[config.mk]
export PLATFORM = sky130hd
export DESIGN_NAME = note_on_off_pair_matcher
export DESIGN_NICKNAME = d
export VERILOG_FILES = /design/src/hw/rtl/nopm_pkg.sv /design/src/hw/rtl/nopm_cell.sv /design/src/hw/rtl/note_on_off_pair_matcher.sv
export SDC_FILE = /design/constraint.sdc
export NUM_CORES = 2
export LEC_CHECK = 0
export CORE_MARGIN = 2
export CORE_UTILIZATION = 45
export DETAILED_ROUTE_END_ITERATION = 6
export DONT_BUFFER_PORTS = 1
export GPL_ROUTABILITY_DRIVEN = 1
export PLACE_DENSITY = 0.6
export SLEW_MARGIN = 40
export SYNTH_ARGS = -nofsm -noshare
export SYNTH_HDL_FRONTEND = slang
export SYNTH_SLANG_ARGS = --single-unit
[constraint.sdc]
create_clock -name clock -period 9.4 [get_ports clock]
set_clock_uncertainty 0.15 [all_clocks]
set_input_delay 2.82 -clock clock [delete_from_list [all_inputs] [get_ports clock]]
set_output_delay 2.82 -clock clock [all_outputs]
set_load 0.01 [all_outputs]
[src/hw/rtl/nopm_pkg.sv]
// ----------------------------------------------------------------------------
// nopm_pkg
// shared types and constants of the note on/off pair matcher
// ----------------------------------------------------------------------------
package nopm_pkg;

   localparam int TICK_W = 32;
   localparam int IDX_W  = 16;
   localparam int KIND_W = 2;
   localparam int NOTE_W = 7;
   localparam int CSR_IDX_W  = 3;
   localparam int CSR_DATA_W = 32;

   // event kinds
   localparam logic [KIND_W-1:0] KIND_ON  = 2'd0;
   localparam logic [KIND_W-1:0] KIND_OFF = 2'd1;

   // register indexes
   localparam logic [CSR_IDX_W-1:0] CSR_MATCH_MODE  = 3'd0;
   localparam logic [CSR_IDX_W-1:0] CSR_NOTE_PITCH  = 3'd1;
   localparam logic [CSR_IDX_W-1:0] CSR_TARGET_IDX  = 3'd2;
   localparam logic [CSR_IDX_W-1:0] CSR_SPAN_START  = 3'd3;
   localparam logic [CSR_IDX_W-1:0] CSR_SPAN_END    = 3'd4;

   // broadcast from the controller to every stack cell
   typedef struct packed {
      logic              off_idx;        // note-off beat in index mode
      logic              any_hit;        // some cell holds an earlier tick
      logic [TICK_W-1:0] event_tick;
      logic [IDX_W-1:0]  event_pos;
      logic [IDX_W-1:0]  target_on_index;
      logic [TICK_W-1:0] span_start_tick;
   } cell_ctrl_type;

   // per-cell status back to the controller
   typedef struct packed {
      logic match_idx;   // selected entry sits at the target position
      logic match_top;   // top entry carries the start tick
   } cell_stat_type;

endpackage

[src/hw/rtl/nopm_cell.sv]
// ----------------------------------------------------------------------------
// nopm_cell
// one entry of the open note-on stack with its own tick compare
// ----------------------------------------------------------------------------
module nopm_cell (
   input  logic                             clock,
   input  nopm_pkg::cell_ctrl_type          ctrl,
   input  logic                             occ,
   input  logic                             occ_above,
   input  logic                             push_here,
   input  logic [nopm_pkg::TICK_W-1:0]      up_tick,
   input  logic [nopm_pkg::IDX_W-1:0]       up_pos,
   input  logic                             hit_above_in,
   output logic                             hit_above_out,
   output logic [nopm_pkg::TICK_W-1:0]      tick_out,
   output logic [nopm_pkg::IDX_W-1:0]       pos_out,
   output nopm_pkg::cell_stat_type          stat
);

   logic [nopm_pkg::TICK_W-1:0] tick_ff, tick_in;
   logic [nopm_pkg::IDX_W-1:0]  pos_ff, pos_in;
   logic                        hit, sel, shift, top;

   always_comb begin
      hit            = occ && (ctrl.event_tick > tick_ff);
      hit_above_out  = hit || hit_above_in;
      sel            = hit && !hit_above_in;
      // cells at or above the removed entry take their upper neighbor
      shift          = ctrl.off_idx && ctrl.any_hit && !hit_above_in;
      top            = occ && !occ_above;
      stat.match_idx = sel && (pos_ff == ctrl.target_on_index);
      stat.match_top = top && (tick_ff == ctrl.span_start_tick);
      tick_in        = tick_ff;
      pos_in         = pos_ff;
      if (push_here) begin
         tick_in = ctrl.event_tick;
         pos_in  = ctrl.event_pos;
      end else if (shift) begin
         tick_in = up_tick;
         pos_in  = up_pos;
      end
   end

   always_ff @(posedge clock) begin
      tick_ff <= tick_in;
      pos_ff  <= pos_in;
   end

   assign tick_out = tick_ff;
   assign pos_out  = pos_ff;

endmodule

[src/hw/rtl/note_on_off_pair_matcher.sv]
// ----------------------------------------------------------------------------
// note_on_off_pair_matcher
// pairs note-ons with note-offs of one pitch on a shift stack of cells
// ----------------------------------------------------------------------------
//  channel  dir  handshake              payload
//  req      in   req_valid/req_ready    event_kind note_number note_velocity
//                                       event_tick last_event
//  rsp      out  rsp_valid/rsp_ready    pair_found off_index stack_overflowed
//  csr      in   csr_we                 csr_index csr_wdata
//
//  one event beat per cycle; each stack cell compares its tick in parallel
//  and the removal shift happens in the same cycle
//  a result sits in the output register; req_ready drops only while a
//  result is held back by rsp_ready low
//  reset clears stack count, position, done and overflow flags and the
//  registers; stack contents are left as they are
// ----------------------------------------------------------------------------
module note_on_off_pair_matcher #(
   parameter int STACK_DEPTH = 16,
   parameter int MAX_EVENTS  = 65536
) (
   input  logic                              clock,
   input  logic                              reset,
   // event beats
   input  logic                              req_valid,
   output logic                              req_ready,
   input  logic [nopm_pkg::KIND_W-1:0]       req_event_kind,
   input  logic [nopm_pkg::NOTE_W-1:0]       req_note_number,
   input  logic [nopm_pkg::NOTE_W-1:0]       req_note_velocity,
   input  logic [nopm_pkg::TICK_W-1:0]       req_event_tick,
   input  logic                              req_last_event,
   // result beats
   output logic                              rsp_valid,
   input  logic                              rsp_ready,
   output logic                              rsp_pair_found,
   output logic [nopm_pkg::IDX_W-1:0]        rsp_off_index,
   output logic                              rsp_stack_overflowed,
   // register writes
   input  logic                              csr_we,
   input  logic [nopm_pkg::CSR_IDX_W-1:0]    csr_index,
   input  logic [nopm_pkg::CSR_DATA_W-1:0]   csr_wdata
);

   localparam int CNT_W = $clog2(STACK_DEPTH + 1);
   localparam int POS_W = $clog2(MAX_EVENTS);

   // configuration registers
   logic                          match_mode_ff;
   logic [nopm_pkg::NOTE_W-1:0]   note_pitch_ff;
   logic [nopm_pkg::IDX_W-1:0]    target_on_index_ff;
   logic [nopm_pkg::TICK_W-1:0]   span_start_tick_ff;
   logic [nopm_pkg::TICK_W-1:0]   span_end_tick_ff;

   // scan state
   logic [CNT_W-1:0] count_ff, count_in;
   logic [POS_W-1:0] pos_ff, pos_in;
   logic             done_ff, done_in;
   logic             ovf_ff, ovf_in;

   // result register
   logic                        rsp_valid_ff, rsp_valid_in;
   logic                        found_ff, found_in;
   logic [nopm_pkg::IDX_W-1:0]  off_index_ff, off_index_in;
   logic                        rsp_ovf_ff, rsp_ovf_in;

   // stack chain wiring
   nopm_pkg::cell_ctrl_type     ctrl;
   nopm_pkg::cell_stat_type     stat [STACK_DEPTH];
   logic [nopm_pkg::TICK_W-1:0] cell_tick [STACK_DEPTH];
   logic [nopm_pkg::IDX_W-1:0]  cell_pos [STACK_DEPTH];
   logic [STACK_DEPTH-1:0]      hit_out;
   logic [STACK_DEPTH-1:0]      match_idx_vec;
   logic [STACK_DEPTH-1:0]      match_top_vec;

   logic                        accept, step, is_on, is_off, full, push, pitch_ok;
   logic                        found, report;
   logic [nopm_pkg::IDX_W-1:0]  pos16;

   // ---------------------------------------------------------------------
   // register writes, unknown indexes are dropped
   // ---------------------------------------------------------------------
   always_ff @(posedge clock) begin
      if (reset) begin
         match_mode_ff      <= 1'b0;
         note_pitch_ff      <= '0;
         target_on_index_ff <= '0;
         span_start_tick_ff <= '0;
         span_end_tick_ff   <= '0;
      end else if (csr_we) begin
         case (csr_index)
            nopm_pkg::CSR_MATCH_MODE: begin
               match_mode_ff <= csr_wdata[0];
            end
            nopm_pkg::CSR_NOTE_PITCH: begin
               note_pitch_ff <= csr_wdata[nopm_pkg::NOTE_W-1:0];
            end
            nopm_pkg::CSR_TARGET_IDX: begin
               target_on_index_ff <= csr_wdata[nopm_pkg::IDX_W-1:0];
            end
            nopm_pkg::CSR_SPAN_START: begin
               span_start_tick_ff <= csr_wdata[nopm_pkg::TICK_W-1:0];
            end
            nopm_pkg::CSR_SPAN_END: begin
               span_end_tick_ff <= csr_wdata[nopm_pkg::TICK_W-1:0];
            end
            default: begin
            end
         endcase
      end
   end

   // ---------------------------------------------------------------------
   // event decode
   // ---------------------------------------------------------------------
   assign req_ready = !rsp_valid_ff || rsp_ready;
   assign accept    = req_valid && req_ready;
   // beats after a match are swallowed until the last one
   assign step      = accept && !done_ff;
   assign pitch_ok  = (req_note_number == note_pitch_ff);
   assign is_on     = (req_event_kind == nopm_pkg::KIND_ON) &&
                      (req_note_velocity != '0) && pitch_ok;
   // velocity zero on a note-on means note-off
   assign is_off    = ((req_event_kind == nopm_pkg::KIND_OFF) ||
                       ((req_event_kind == nopm_pkg::KIND_ON) &&
                        (req_note_velocity == '0))) && pitch_ok;
   assign full      = (count_ff == CNT_W'(STACK_DEPTH));
   assign push      = step && is_on && !full;
   // positions are kept and reported in their low 16 bits
   assign pos16     = nopm_pkg::IDX_W'(pos_ff);

   always_comb begin
      ctrl.off_idx         = step && is_off && !match_mode_ff && (count_ff != '0);
      ctrl.any_hit         = hit_out[0];
      ctrl.event_tick      = req_event_tick;
      ctrl.event_pos       = pos16;
      ctrl.target_on_index = target_on_index_ff;
      ctrl.span_start_tick = span_start_tick_ff;
   end

   // ---------------------------------------------------------------------
   // stack cells, index 0 is the bottom; the hit flag ripples downward
   // ---------------------------------------------------------------------
   for (genvar i = 0; i < STACK_DEPTH; i++) begin : g_cell
      logic                        occ, occ_above, push_here, hit_above_in;
      logic [nopm_pkg::TICK_W-1:0] up_tick;
      logic [nopm_pkg::IDX_W-1:0]  up_pos;

      assign occ       = (count_ff > CNT_W'(i));
      assign push_here = push && (count_ff == CNT_W'(i));

      if (i == STACK_DEPTH - 1) begin : g_top
         assign occ_above    = 1'b0;
         assign hit_above_in = 1'b0;
         assign up_tick      = cell_tick[i];
         assign up_pos       = cell_pos[i];
      end else begin : g_mid
         assign occ_above    = (count_ff > CNT_W'(i + 1));
         assign hit_above_in = hit_out[i+1];
         assign up_tick      = cell_tick[i+1];
         assign up_pos       = cell_pos[i+1];
      end

      nopm_cell u_cell (
         .clock         (clock),
         .ctrl          (ctrl),
         .occ           (occ),
         .occ_above     (occ_above),
         .push_here     (push_here),
         .up_tick       (up_tick),
         .up_pos        (up_pos),
         .hit_above_in  (hit_above_in),
         .hit_above_out (hit_out[i]),
         .tick_out      (cell_tick[i]),
         .pos_out       (cell_pos[i]),
         .stat          (stat[i])
      );

      assign match_idx_vec[i] = stat[i].match_idx;
      assign match_top_vec[i] = stat[i].match_top;
   end

   // ---------------------------------------------------------------------
   // scan control
   // ---------------------------------------------------------------------
   always_comb begin
      count_in     = count_ff;
      pos_in       = pos_ff;
      done_in      = done_ff;
      ovf_in       = ovf_ff;
      found        = 1'b0;
      report       = 1'b0;
      rsp_valid_in = rsp_valid_ff && !rsp_ready;
      found_in     = found_ff;
      off_index_in = off_index_ff;
      rsp_ovf_in   = rsp_ovf_ff;

      if (accept && done_ff) begin
         // matched already, wait for the closing beat
         if (req_last_event) begin
            count_in = '0;
            pos_in   = '0;
            done_in  = 1'b0;
            ovf_in   = 1'b0;
         end
      end else if (step) begin
         if (is_on) begin
            if (full) begin
               ovf_in = 1'b1;
            end else begin
               count_in = count_ff + CNT_W'(1);
            end
         end else if (is_off && (count_ff != '0)) begin
            if (!match_mode_ff) begin
               // topmost earlier note-on is pulled out of the stack
               if (hit_out[0]) begin
                  found    = |match_idx_vec;
                  count_in = count_ff - CNT_W'(1);
               end
            end else begin
               found    = (|match_top_vec) && (req_event_tick == span_end_tick_ff);
               count_in = count_ff - CNT_W'(1);
            end
         end

         if (pos_ff != POS_W'(MAX_EVENTS - 1)) begin
            pos_in = pos_ff + POS_W'(1);
         end

         report = found || req_last_event;
         if (report) begin
            rsp_valid_in = 1'b1;
            found_in     = found;
            off_index_in = found ? pos16 : '0;
            rsp_ovf_in   = ovf_in;
            if (req_last_event) begin
               count_in = '0;
               pos_in   = '0;
               done_in  = 1'b0;
               ovf_in   = 1'b0;
            end else begin
               done_in = 1'b1;
            end
         end
      end
   end

   always_ff @(posedge clock) begin
      if (reset) begin
         count_ff     <= '0;
         pos_ff       <= '0;
         done_ff      <= 1'b0;
         ovf_ff       <= 1'b0;
         rsp_valid_ff <= 1'b0;
      end else begin
         count_ff     <= count_in;
         pos_ff       <= pos_in;
         done_ff      <= done_in;
         ovf_ff       <= ovf_in;
         rsp_valid_ff <= rsp_valid_in;
      end
   end

   // result payload needs no reset
   always_ff @(posedge clock) begin
      found_ff     <= found_in;
      off_index_ff <= off_index_in;
      rsp_ovf_ff   <= rsp_ovf_in;
   end

   assign rsp_valid            = rsp_valid_ff;
   assign rsp_pair_found       = found_ff;
   assign rsp_off_index        = off_index_ff;
   assign rsp_stack_overflowed = rsp_ovf_ff;

   // ---------------------------------------------------------------------
   // checks
   // ---------------------------------------------------------------------
   a_count_bound: assert property (@(posedge clock) disable iff (reset)
      count_ff <= CNT_W'(STACK_DEPTH))
      else $error("stack count beyond depth");

   a_one_selected: assert property (@(posedge clock) disable iff (reset)
      $onehot0(match_idx_vec) && $onehot0(match_top_vec))
      else $error("more than one stack entry selected");

   a_no_pair_zero_index: assert property (@(posedge clock) disable iff (reset)
      rsp_valid_ff && !found_ff |-> off_index_ff == '0)
      else $error("off index set without a pair");

   a_done_frozen: assert property (@(posedge clock) disable iff (reset)
      accept && done_ff && !req_last_event |=> $stable(count_ff) && done_ff)
      else $error("stack moved after a match");

endmodule
==> results_tabular.tex <==
\begin{tabular}{lr}
\hline
Metric & Value \\
\hline
\multicolumn{2}{l}{\textbf{Run status}} \\
Result of the run & complete, but fails checks \\
Violated checks & design-rule violations \\
\multicolumn{2}{l}{\textbf{Timing}} \\
Clock period minus final worst setup slack & 7450 ps \\
Transition time of the tightest slew-check pin & 1010 ps \\
Final number of max-transition violations & 0 \\
Unrepaired setup endpoints after global routing & no \\
Final-layout worst hold slack & 309 ps \\
Rel. slew slack & 32.1\% \\
Setup slack of the critical path after layout & 1950 ps \\
Final count of hold timing violations & 0 \\
Period Utilization, post-route & 79.3\% \\
Maximum clock frequency & 134 MHz \\
Final count of negative-setup-slack endpoints & 0 \\
Summed negative setup slack over all endpoints & 0 ps \\
\multicolumn{2}{l}{\textbf{Drt}} \\
Routed wire length & 218 mm \\
Number of detailed-route iterations in the first pass & 7 \\
Remaining number of nets flagged by the antenna check after routing & 0 \\
Vias & 45403 \\
Via density & 6.04 \\
Total DRC errors in the routed layout & 1 \\
DRC violation total after the first TritonRoute iteration & 5336 \\
Mean routed wirelength per cell & 29.0 um \\
\multicolumn{2}{l}{\textbf{Logic synthesis}} \\
Most repeated cell in the gate-level netlist after synthesis & sky130\_fd\_sc\_hd\_\_edfxtp\_1 \\
Post-synthesis instance area & 59100 sq um \\
Largest area contributor in the synthesized netlist & sky130\_fd\_sc\_hd\_\_edfxtp\_1 \\
Area share of the largest cell type after synthesis & 39.9\% \\
Leading cell types by total area after synthesis & sky130\_fd\_sc\_hd\_\_edfxtp\_1 40\%, sky130\_fd\_sc\_hd\_\_ha\_1 11\%, sky130\_fd\_sc\_hd\_\_mux2\_2 6.6\% \\
Per-instance average area after synthesis & 10.2 sq um \\
Synthesized netlist cell count & 5818 \\
Main flop type after synthesis & sky130\_fd\_sc\_hd\_\_edfxtp\_1 \\
Most numerous cell types in the synthesized netlist & 786 x sky130\_fd\_sc\_hd\_\_edfxtp\_1, 656 x sky130\_fd\_sc\_hd\_\_nand2\_1, 530 x sky130\_fd\_sc\_hd\_\_inv\_1, 518 x sky130\_fd\_sc\_hd\_\_ha\_1, 458 x sky130\_fd\_sc\_hd\_\_o21ai\_0 \\
Sequential cell area fraction in the yosys report & 43.7\% \\
EDFF count, synth & 786 \\
Synth async-reset ratio & 0\% \\
Net count after synthesis & 6425 \\
Yosys warnings & 0 \\
Register bit count reported by yosys & 898 \\
Number of library cell types mapped by synthesis & 77 \\
\multicolumn{2}{l}{\textbf{Worst setup path}} \\
Element type at the critical path end & register \\
Top fanout value on the critical path & 27 \\
CP arrival & 7760 ps \\
Critical setup path kind & in2reg \\
Setup crit start & req\_event\_tick[0] \\
Critical path launch point type & primary input \\
Worst-case register-to-register setup slack & 2650 ps \\
Beginning of the worst register-to-register path & count\_ff[1]\$\_SDFFE\_PP0P\_ \\
Cell count of the worst reg-to-reg path & 12 \\
Required time at the worst-slack endpoint & 9710 ps \\
\multicolumn{2}{l}{\textbf{Clocking}} \\
Maximum count of clock buffers along a single path & 3 \\
Number of H-tree levels & 3 \\
Clk\_lat worst skew & 770 ps \\
Hold buffer count at cts & 0 \\
Root buffer cell & sky130\_fd\_sc\_hd\_\_clkbuf\_16 \\
Number of buffers created by CTS & 103 \\
Clock tree sinks & 898 \\
CTS resizes & 0 \\
Setup Buffers After CTS & 0 \\
Clock slew at reported path FFs & 60 ps \\
Clock tree from TritonCTS & built \\
\multicolumn{2}{l}{\textbf{Power and ir drop}} \\
Total Power & 8.85 mW \\
Worst vdd ir & 0.142 mV \\
Power density of the placed cells & 137 nW/um\^{}2 \\
Cell leakage power & 23.9 nW \\
\multicolumn{2}{l}{\textbf{Place}} \\
Buffers on Ports & 0 \\
Placement-stage worst setup slack & 1430 ps \\
Final weighted congestion in routability-driven placement & 1.03 \\
HPWL after detailed placement & 152 mm \\
\multicolumn{2}{l}{\textbf{Final layout}} \\
Area Overhead vs Synth & 8.95\% \\
Layout Nets & 6286 \\
Share of cells above drive strength 1 & 12.3\% \\
Finished Core Util & 49.5\% \\
\multicolumn{2}{l}{\textbf{Flow run}} \\
Max-Cap Viols & 0 \\
\multicolumn{2}{l}{\textbf{Die}} \\
Die Outline Area & 134000 sq um \\
Die boundary width & 366 um \\
Number of standard-cell rows in the floorplan & 132 \\
Number of primary I/O pins & 109 \\
Floorplan die height & 366 um \\
Floorplan Core Area & 130000 sq um \\
Initial cell density of the core & 45.5\% \\
\multicolumn{2}{l}{\textbf{Global route}} \\
Initial antenna violation count & 6 \\
First-pass GRT wire length & 310 mm \\
Largest net degree at the start of global routing & 101 \\
Via count of the first global-routing pass & 44018 \\
Total grt overflow & 0 \\
Gr usage total & 31.7\% \\
\multicolumn{2}{l}{\textbf{Hold path}} \\
Instance count along the most critical hold path & 2 \\
Worst hold path startpoint & span\_start\_tick\_ff[30]\$\_SDFFE\_PP0P\_ \\
Path class of the lowest-slack min-delay path & reg2reg \\
\hline
\end{tabular}
==> layout make-up <==
type                            instances  area [sq um]
Clock buffer                          125          2780
Tap cell                             1742          2180
Clock inverter                         69           628
Sequential cell                       898         25900
Timing Repair Buffer                  103           817
Inverter                              530          1990
Antenna cell                            2          5.00
Fill cell                           11825         65600
Multi-Input combinational cell       4043         30100
==> flip-flops by register name, indices dropped and copies added (netlist names) <==
name / count
count_ff: 5
done_ff: 1
g_cell.u_cell.pos_out: 256
g_cell.u_cell.tick_out: 512
match_mode_ff: 1
note_pitch_ff: 7
ovf_ff: 1
pos16: 16
rsp_off_index: 16
rsp_pair_found: 1
rsp_stack_overflowed: 1
rsp_valid: 1
span_end_tick_ff: 32
span_start_tick_ff: 32
target_on_index_ff: 16
==> critical path: stages <==
cell and delay (ps):
sky130_fd_sc_hd__inv_1 370, sky130_fd_sc_hd__buf_4 360, sky130_fd_sc_hd__ha_1 200, sky130_fd_sc_hd__nor2b_1 40
sky130_fd_sc_hd__o211ai_1 140, sky130_fd_sc_hd__a21oi_1 80, sky130_fd_sc_hd__o31a_1 300, sky130_fd_sc_hd__o41ai_2 730
sky130_fd_sc_hd__o21ai_1 400, sky130_fd_sc_hd__or3b_1 530, sky130_fd_sc_hd__o311a_1 560, sky130_fd_sc_hd__nand2_1 230
sky130_fd_sc_hd__nand2b_2 470, sky130_fd_sc_hd__buf_4 430
==> layout by cell type (no fill, tap or decap), types with 14 or more instances in the layout <==
cell	instances
sky130_fd_sc_hd__a211oi_1	22
sky130_fd_sc_hd__a21o_1	51
sky130_fd_sc_hd__a21oi_1	268
sky130_fd_sc_hd__a31oi_1	14
sky130_fd_sc_hd__and2_1	21
sky130_fd_sc_hd__buf_4	96
sky130_fd_sc_hd__clkbuf_1	15
sky130_fd_sc_hd__clkbuf_16	107
sky130_fd_sc_hd__clkinv_1	20
sky130_fd_sc_hd__clkinv_2	23
sky130_fd_sc_hd__dfxtp_1	70
sky130_fd_sc_hd__dfxtp_2	42
sky130_fd_sc_hd__edfxtp_1	786
sky130_fd_sc_hd__ha_1	518
sky130_fd_sc_hd__inv_1	530
sky130_fd_sc_hd__mux2_2	346
sky130_fd_sc_hd__nand2_1	653
sky130_fd_sc_hd__nand3_1	81
sky130_fd_sc_hd__nand4_1	230
sky130_fd_sc_hd__nor2_1	99
sky130_fd_sc_hd__nor2b_1	16
sky130_fd_sc_hd__nor3_1	46
sky130_fd_sc_hd__nor4_1	141
sky130_fd_sc_hd__o211ai_1	17
sky130_fd_sc_hd__o21a_1	15
sky130_fd_sc_hd__o21ai_0	456
sky130_fd_sc_hd__xnor2_1	412
sky130_fd_sc_hd__xor2_1	405
==> per-layer routing <==
layer | up-vias | GRT usage [%] | part of all wire, %
met5 | - | 0 | 0.0092
met4 | 2 | 17.3 | 6.4
met3 | 684 | 5.23 | 9.5
met2 | 2449 | 50.7 | 45
met1 | 21932 | 40.9 | 39
li1 | 20336 | - | -
==> through the flow <==
step | instance area [sq um] | instances
after global placement | 60900 | 7315
after floorplan | 59100 | 5818
after CTS | 64300 | 7509
final | 64400 | 7512
after detailed placement | 60900 | 7315
after global routing | 64400 | 7511
==> worst paths after layout <==
path                                              to
max          g_cell[7].u_cell.tick_out[24]$_DFFE_PP_
min reg2reg      span_start_tick_ff[30]$_SDFFE_PP0P_
max reg2reg          rsp_off_index[14]$_SDFFCE_PN0P_
min              span_start_tick_ff[30]$_SDFFE_PP0P_
==> kinds of logic after synthesis <==
logic type	count (synthesis)	synth area share, %
AND/OR/NAND/NOR	1389	11.4
AO/OA/AOI/OAI	964	9.36
flip-flops	898	43.7
buffers and inverters	877	5.68
XOR/XNOR	817	12.1
adder cells (fa/ha/maj)	518	11.0
multiplexers	355	6.75
==> where the power goes <==
part	internal (mW)	switching [mW]	leakage (nW)
Clock	2.31	1.82	1.65
Sequential	4.29	0.0237	7.59
Combinational	0.167	0.245	14.7
No activity file was read; power rests on OpenSTA's default activity.
